[src/hw/rtl/bmf_pkg.sv]
// Shared types and constants of the 3x3 box mean filter.
`timescale 1ns / 1ps

package bmf_pkg;

	localparam int FRAME_WIDTH_W  = 11;
	localparam int FRAME_HEIGHT_W = 12;
	localparam int CFG_DATA_W     = 12;
	localparam int CFG_INDEX_W    = 1;

	localparam logic [FRAME_WIDTH_W-1:0]  RESET_FRAME_WIDTH  = 11'd640;
	localparam logic [FRAME_HEIGHT_W-1:0] RESET_FRAME_HEIGHT = 12'd480;

	// Item kinds on the input channel
	localparam logic FUNC_PIXEL = 1'b0;
	localparam logic FUNC_DRAIN = 1'b1;

	typedef enum logic [CFG_INDEX_W-1:0] {
		CFG_FRAME_WIDTH  = 1'b0,
		CFG_FRAME_HEIGHT = 1'b1
	} cfg_reg_t;

	// Which window neighbors of the output pixel lie inside the frame
	typedef struct packed {
		logic left;
		logic right;
		logic top;
		logic bottom;
	} border_mask_t;

	typedef struct packed {
		logic         emit;
		logic         last;
		border_mask_t mask;
	} emit_ctrl_t;

endpackage

[src/hw/rtl/bmf_mean.sv]
// Masked 3x3 window sum and truncating division by the in-frame pixel count.
`timescale 1ns / 1ps

module bmf_mean #(
	parameter int PIXEL_BITS = 8
) (
	input  logic                   clk,
	input  logic                   arst_n,
	input  logic                   en,
	input  bmf_pkg::emit_ctrl_t    ctrl,
	input  logic [PIXEL_BITS-1:0]  window [9],
	output logic                   emit,
	output logic                   last,
	output logic [PIXEL_BITS-1:0]  quotient
);

	localparam int SUM_W  = PIXEL_BITS + 4;
	localparam int K      = SUM_W + 4;
	localparam int PROD_W = SUM_W + K;
	localparam longint unsigned M3 = (64'd1 << K) / 3 + 1;
	localparam longint unsigned M6 = (64'd1 << K) / 6 + 1;
	localparam longint unsigned M9 = (64'd1 << K) / 9 + 1;

	localparam logic [3:0] CNT_ONE   = 4'd1;
	localparam logic [3:0] CNT_TWO   = 4'd2;
	localparam logic [3:0] CNT_THREE = 4'd3;
	localparam logic [3:0] CNT_FOUR  = 4'd4;
	localparam logic [3:0] CNT_SIX   = 4'd6;
	localparam logic [3:0] CNT_NINE  = 4'd9;

	logic [SUM_W-1:0]  sum;
	logic [3:0]        cnt;
	logic [1:0]        cols;
	logic [1:0]        lines;
	logic [2:0]        col_ok;
	logic [2:0]        line_ok;
	logic [SUM_W-1:0]  sum_s3;
	logic [3:0]        cnt_s3;
	logic              emit_s3;
	logic              last_s3;
	logic [PROD_W-1:0] prod3;
	logic [PROD_W-1:0] prod6;
	logic [PROD_W-1:0] prod9;

	assign col_ok  = {ctrl.mask.right, 1'b1, ctrl.mask.left};
	assign line_ok = {ctrl.mask.bottom, 1'b1, ctrl.mask.top};
	assign cols    = 2'd1 + 2'(ctrl.mask.left) + 2'(ctrl.mask.right);
	assign lines   = 2'd1 + 2'(ctrl.mask.top) + 2'(ctrl.mask.bottom);
	assign cnt     = 4'(cols) * 4'(lines);

	always_comb begin
		sum = '0;
		for (int c = 0; c < 3; c++) begin
			for (int r = 0; r < 3; r++) begin
				if (col_ok[c] && line_ok[r]) begin
					sum = sum + SUM_W'(window[c*3+r]);
				end
			end
		end
	end

	always_ff @(posedge clk) begin
		if (en) begin
			sum_s3  <= sum;
			cnt_s3  <= cnt;
			last_s3 <= ctrl.last;
		end
	end

	always_ff @(posedge clk or negedge arst_n) begin
		if (!arst_n) begin
			emit_s3 <= 1'b0;
		end else if (en) begin
			emit_s3 <= ctrl.emit;
		end
	end

	// Reciprocal multiplies; K is wide enough that the floor is exact over the sum range
	assign prod3 = PROD_W'(sum_s3) * PROD_W'(M3);
	assign prod6 = PROD_W'(sum_s3) * PROD_W'(M6);
	assign prod9 = PROD_W'(sum_s3) * PROD_W'(M9);

	always_comb begin
		unique case (cnt_s3)
			CNT_ONE:   quotient = sum_s3[PIXEL_BITS-1:0];
			CNT_TWO:   quotient = sum_s3[PIXEL_BITS:1];
			CNT_THREE: quotient = prod3[K +: PIXEL_BITS];
			CNT_FOUR:  quotient = sum_s3[PIXEL_BITS+1:2];
			CNT_SIX:   quotient = prod6[K +: PIXEL_BITS];
			CNT_NINE:  quotient = prod9[K +: PIXEL_BITS];
			default:   quotient = '0;
		endcase
	end

	assign emit = emit_s3;
	assign last = last_s3;

	a_cnt_legal: assert property (@(posedge clk) disable iff (!arst_n)
		emit_s3 |-> (cnt_s3 == CNT_ONE || cnt_s3 == CNT_TWO || cnt_s3 == CNT_THREE ||
			cnt_s3 == CNT_FOUR || cnt_s3 == CNT_SIX || cnt_s3 == CNT_NINE))
		else $error("mean stage holds an impossible pixel count");

	a_emit_moves: assert property (@(posedge clk) disable iff (!arst_n)
		(en && ctrl.emit && ctrl.last) |=> (emit_s3 && last_s3))
		else $error("frame end lost between window and sum stage");

	a_hold: assert property (@(posedge clk) disable iff (!arst_n)
		(!en && emit_s3) |=> emit_s3)
		else $error("pending sum dropped while stalled");

endmodule

[config.mk]
export PLATFORM = sky130hd
export DESIGN_NAME = bmf_mean
export DESIGN_NICKNAME = d
export VERILOG_FILES = /design/src/hw/rtl/bmf_pkg.sv /design/src/hw/rtl/bmf_mean.sv
export SDC_FILE = /design/constraint.sdc
export NUM_CORES = 1
export LEC_CHECK = 0
export BUFFER_PORTS_ARGS = -buffer_cell sky130_fd_sc_hd__buf_2
export CORE_ASPECT_RATIO = 0.9
export CORE_MARGIN = 2
export CORE_UTILIZATION = 41
export DETAILED_ROUTE_END_ITERATION = 8
export HOLD_SLACK_MARGIN = 0.1
export SLEW_MARGIN = 20
export SYNTH_ARGS = -nofsm -noshare
export SYNTH_HDL_FRONTEND = slang
export SYNTH_SLANG_ARGS = --single-unit
export TNS_END_PERCENT = 50
[constraint.sdc]
create_clock -name clk -period 11.8 [get_ports clk]
set_input_delay 1.18 -clock clk [delete_from_list [all_inputs] [get_ports clk]]
set_output_delay 1.18 -clock clk [all_outputs]
set_load 0.02 [all_outputs]
==> flow_metrics.tcl, run 1 <==
set metrics [dict create \
    max_cap_violations 0 \
    clk_pin_slew_worst_paths_ps 50 \
    synth_top_area_share 0.282 \
    yosysWarnings 0 \
    clockBufferDepth 2 \
    layout-drive-gt1-share 0.109 \
    synth-seq-area-share 0.0610 \
    cts_tree "yes" \
    ys_ff_latch 18 \
    initial_core_util 0.420 \
    ios 91 \
    worstPathArrival_ps 9920 \
    antenna_found_initial 0 \
    status "finished, final reports clean" \
    skew_ps 0 \
    routed.top_layer "met4" \
    crit_slowest_cell "o41ai_1" \
    dieArea_mm2 0.0226 \
    h-tree-depth 1 \
    cts_buffers 3 \
    nets 1461 \
    yosys.area.top_type "ha_1" \
    syn_to_final_growth_pct 9.53 \
    hold_path.class "flip-flop to flip-flop" \
    port_buffers 90 \
    hold_buffers 0 \
    post_cts_resized 0 \
    avgSynthCellArea_um2 8.59 \
    gp_congestion 0.901 \
    ys_top_cells_by_area "ha_1, fa_1, inv_1, edfxtp_1, xnor2_1" \
    ys.flop_type "edfxtp_1" \
    slew_viol_final 0 \
    worstMarginPinSlew_ps 930 \
    syn_inst 1022 \
    syn-num-nets 1380 \
    grt_pass1_vias 7300 \
    rsz0062_at_grt "no" \
    wl_met3_um 824 \
    wl_met1_mm 10.2 \
    grt_max_degree 26 \
    finalHoldViolations 0 \
    synth_cell_types 72 \
    post-route-min-period_ps 9920 \
    nFillCells 2120 \
    synth_edf_count 17 \
    wl_met2_mm 9.02 \
    startpoint_type "primary input" \
    wl_mm 20.2 \
    post-route-period-util 0.841 \
    cts_sinks 18 \
    die_x_um 158 \
    tns_ps 0 \
    crit_path_frequent_cell "ha_1" \
    die_y_um 143 \
    first_pass_iters 7 \
    path_class "primary input to flip-flop" \
    drt_iter0_drc 380 \
    place_hpwl_mm 17.7 \
    ant_nets 0 \
    syn-cell-area_mm2 0.00878 \
    via_per_inst 5.23 \
    clkLatencyLatePin_ps 250 \
    num_antenna_cells 0 \
    grt_pass1_wl_mm 35.1 \
    crit_path_end_kind "flip-flop" \
    core_area_mm2 0.0209 \
    finalSetupViolations 0 \
    drt-wirelength-per-cell_um 14.6 \
    post-route-drc-count 0 \
    cp_max_fo 25 \
    cts_setup_buffers 0 \
    std_cell_rows 50 \
    gr-total-overflow 0 \
    cpPeakStageDelay_ps 560 \
    max_freq_mhz 101 \
    slew_headroom 0.375 \
    via_count 7261 \
    synth-async-reset-ratio 0.0556 \
    cts.root.buffer_cell "clkbuf_16" \
    crit_required_ps 11790 \
    grtUsageTotal 0.190 \
]
metrics by stage:
stage	hold slack, ps	std cells	area (µm²)	setup WS (ps)	utilization
2_1_floorplan	636	1022	8780	2570	-
3_3_place_gp	485	1384	9530	1900	0.456
3_5_place_dp	496	1384	9540	1630	0.456
4_1_cts	507	1388	9620	1870	0.460
5_1_grt	511	1388	9620	934	0.460
6_report	508	1388	9620	1880	0.460
synthesized netlist by cell type (all sizes together), types with 5 or more instances:
master	instances
ha	198
inv	168
fa	79
nor2	69
a21oi	66
nand2	59
o21ai	51
xnor2	48
a21o	22
xor2	19
edfxtp	17
nor2b	15
nor3	15
a211oi	13
clkbuf	13
nand3	13
and3	11
mux2	11
o21a	11
a21boi	10
nand2b	9
o21bai	9
mux2i	8
o31ai	6
a22o	5
a22oi	5
o221ai	5
o22ai	5
or3	5
critical path: cells and delay by family:
family	cells	cell delay, ps
adder cells (fa/ha/maj)	9	2960
AND/OR/NAND/NOR	11	1560
AO/OA/AOI/OAI	16	3150
buffers and inverters	4	560
XOR/XNOR	4	510
cell families (layout without fill, tap and decap cells):
kind of cell               after synthesis  after routing  share of synthesized area
buffers and inverters                  183            263                     0.0787
xor gates and xnor gates                68             68                     0.0703
DFF                                     18             18                     0.0610
and+or+nand+nor                        213            213                      0.116
adders and majority gates              277            277                      0.462
AOI/OAI and AO/OA                      244            244                      0.189
muxes                                   19             19                     0.0232
worst paths after layout:
check                      depth (start not counted)     from          to  slack (ps)
max in group asynchronous                          1   arst_n        emit       11020
max                                               44  ctrl[1]  sum_s3[11]        1880
min reg2reg                                        1     emit        emit         510
max reg2reg                                        1     emit        emit       11060
min                                                1     emit        emit         510
min in group asynchronous                          1   arst_n        emit         700
state kept, by name (all words and copies together), names as in the netlist:
register / flops
cnt_s3: 4
emit: 1
last: 1
sum_s3: 12
layout by cell type (no fill, tap or decap), types with 11 or more instances in the layout:
master    synthesis  layout
nand3_1          13      13
and3_1           11      11
inv_1           168     168
nor2b_1          15      15
a21o_1           22      22
edfxtp_1         17      17
fa_1             79      79
a21oi_1          65      65
o21a_1           11      11
nand2_1          59      59
ha_1            198     198
xnor2_1          47      47
a211oi_1         13      13
mux2_2           11      11
nor2_1           68      68
buf_2             0      90
o21ai_0          47      47
nor3_1           14      14
xor2_1           19      19
final cells by class:
type,count,area (µm²),area share
clock buffers,3,75.1,0.00781
clock inverters,1,3.75,0.000390
inverters,169,634,0.0660
multi-input cells,821,7560,0.786
flip-flops and latches,18,536,0.0557
well taps,286,358,0.0372
repair buffers,90,450,0.0468
routing by layer:
| metal | track usage | up-vias |
|---|---|---|
| met2 | 0.315 | 165 |
| met3 | 0.0106 | 18 |
| met4 | 0.0284 | 0 |
| met5 | 0 | - |
| met1 | 0.279 | 3364 |
| li1 | - | 3714 |
Power of run 1 is left out: the tool's default activity adds up to more than one toggle a clock period on the data nets, which glitch-free logic cannot reach.
==> run 2: changes to the inputs <==
==> constraint.sdc (replaced) <==
create_clock -name clk -period 8.1 [get_ports clk]
set_input_delay 0.81 -clock clk [delete_from_list [all_inputs] [get_ports clk]]
set_output_delay 0.81 -clock clk [all_outputs]
set_load 0.02 [all_outputs]
==> run 2 against run 1 <==
Against the previous run:
- the flow now finishes with violations (negative setup slack)
- flip-flop and latch count stayed put
- die area stayed put
- final area is 21% higher
- sequential share of layout area is 0.96 points lower
- register-to-register slack worse by 3700 ps
- clock-buffer cell count stayed put
- cell count is 12% higher
- setup slack worse by 1900 ps
- clock skew stayed put
- largest cell class unchanged
- non-clock buffer count is 169 higher
- global-route usage is 1.4 points higher
- critical path depth is 1 higher
==> flow_metrics.tcl, run 2 (same netlist as run 1, synthesis figures left out) <==
set metrics [dict create \
    worstMarginPinSlew_ps 864 \
    worstPathArrival_ps 8160 \
    antenna_found_initial 0 \
    finalSetupViolations 4 \
    die_y_um 143 \
    ios 91 \
    crit_slowest_cell "fa_2" \
    via_per_inst 5.06 \
    hold_slack_ps 319 \
    post-route-period-util 1.01 \
    gr-total-overflow 0 \
    clk_pin_slew_worst_paths_ps 60 \
    reg_top3 "sum_s3 (12), cnt_s3 (4)" \
    grt_max_degree 20 \
    ant_nets 0 \
    std_cell_rows 50 \
    worst_slack_ps -54.0 \
    grt_pass1_wl_mm 37.8 \
    h-tree-depth 1 \
    nets 1630 \
    drt_iter0_drc 332 \
    most-common-layout-cells "ha_1, inv_1, buf_4, buf_2, fa_1" \
    initial_core_util 0.420 \
    slew_headroom 0.420 \
    syn_to_final_growth_pct 32.2 \
    cts_sinks 18 \
    largest_register "sum_s3" \
    clkLatencyLatePin_ps 250 \
    rrSetupSlack_ps 7370 \
    port_buffers 90 \
    cts_tree "yes" \
    cpPeakStageDelay_ps 380 \
    num_antenna_cells 0 \
    core_area_mm2 0.0209 \
    startpoint_type "primary input" \
    drt-wirelength-per-cell_um 14.5 \
    cts_buffers 3 \
    dieArea_mm2 0.0226 \
    crit_path_end_kind "flip-flop" \
    clockBufferDepth 2 \
    cp_max_fo 4 \
    grtUsageTotal 0.204 \
    post-route-drc-count 0 \
    place_hpwl_mm 18.8 \
    grt_pass1_vias 8190 \
    layout-drive-gt1-share 0.310 \
    finalHoldViolations 0 \
    max_freq_mhz 123 \
    largest_register_ffs 12 \
    rsz0062_at_grt "yes" \
    via_count 7884 \
    die_x_um 158 \
    skew_ps 0 \
    gp_congestion 0.850 \
    hold_buffers 0 \
    hold_path.class "primary input to async pin" \
    crit_required_ps 8110 \
    cts.root.buffer_cell "clkbuf_16" \
    slew_viol_final 0 \
    violations "negative setup slack" \
    wl_mm 22.6 \
    max_cap_violations 0 \
    post-route-min-period_ps 8150 \
    crit_path_frequent_cell "ha_4" \
    first_pass_iters 5 \
    status "finished, violations left" \
    layout_commonest_cell "ha_1" \
    path_class "primary input to flip-flop" \
]
run 2: cell count changes in the layout (fill, tap and decap cells not counted), sizes merged:
cell | before | now
buf | 90 | 259
run 2: per-layer routing:
layer | routed length, µm | part of all wire | global-route usage | up-vias
met3 | 605 | 0.027 | 0.0124 | 24
li1 | - | - | - | 4057
met1 | 10700 | 0.47 | 0.277 | 3681
met4 | 376 | 0.017 | 0.0365 | 0
met2 | 10900 | 0.48 | 0.362 | 122
met5 | 0 | 0 | 0 | -
run 2: final timing paths:
check	from	endpoint	cells after the start
worst max-delay path	ctrl[1]	sum_s3[9]	45
worst max register to register	emit	emit	1
min in group clk	emit	emit	1
worst min register to register	emit	emit	1
max in group asynchronous	arst_n	emit	1
worst min-delay path	arst_n	emit	1
run 2: through the flow:
step,instances,instance area (µm²),utilization,worst slack [ps],TNS (ps)
after global placement,1519,10700,0.514,-453,-1990
after CTS,1550,11300,0.539,1.23,0
final,1557,11600,0.556,-54.0,-161
after detailed placement,1519,10700,0.514,-549,-2550
after floorplan,1022,9000,-,-31.7,-31.7
after global routing,1557,11600,0.556,-434,-2270
run 2: layout make-up:
cell class	instances	area, µm²
Clock inverter	1	3.75
Clock buffer	3	75.1
Inverter	169	634
Fill cell	1945	9280
Timing Repair Buffer	259	1770
Sequential cell	18	536
Tap cell	286	358
Multi-Input combinational cell	821	8240
run 2: critical path, delay by kind of cell:
kind	cells	cell delay (ps)
buf+inv	6	530
simple gates	11	1580
fa+ha+maj	9	2560
compound gates	17	2430
xor+xnor	2	260
run 2: repair_timing:
item	CTS	global route
setup endpoints to repair	6	8
gates resized for setup	60	64
setup buffers	27	8
pin swaps	53	51
Power of run 2 is left out for the same reason.
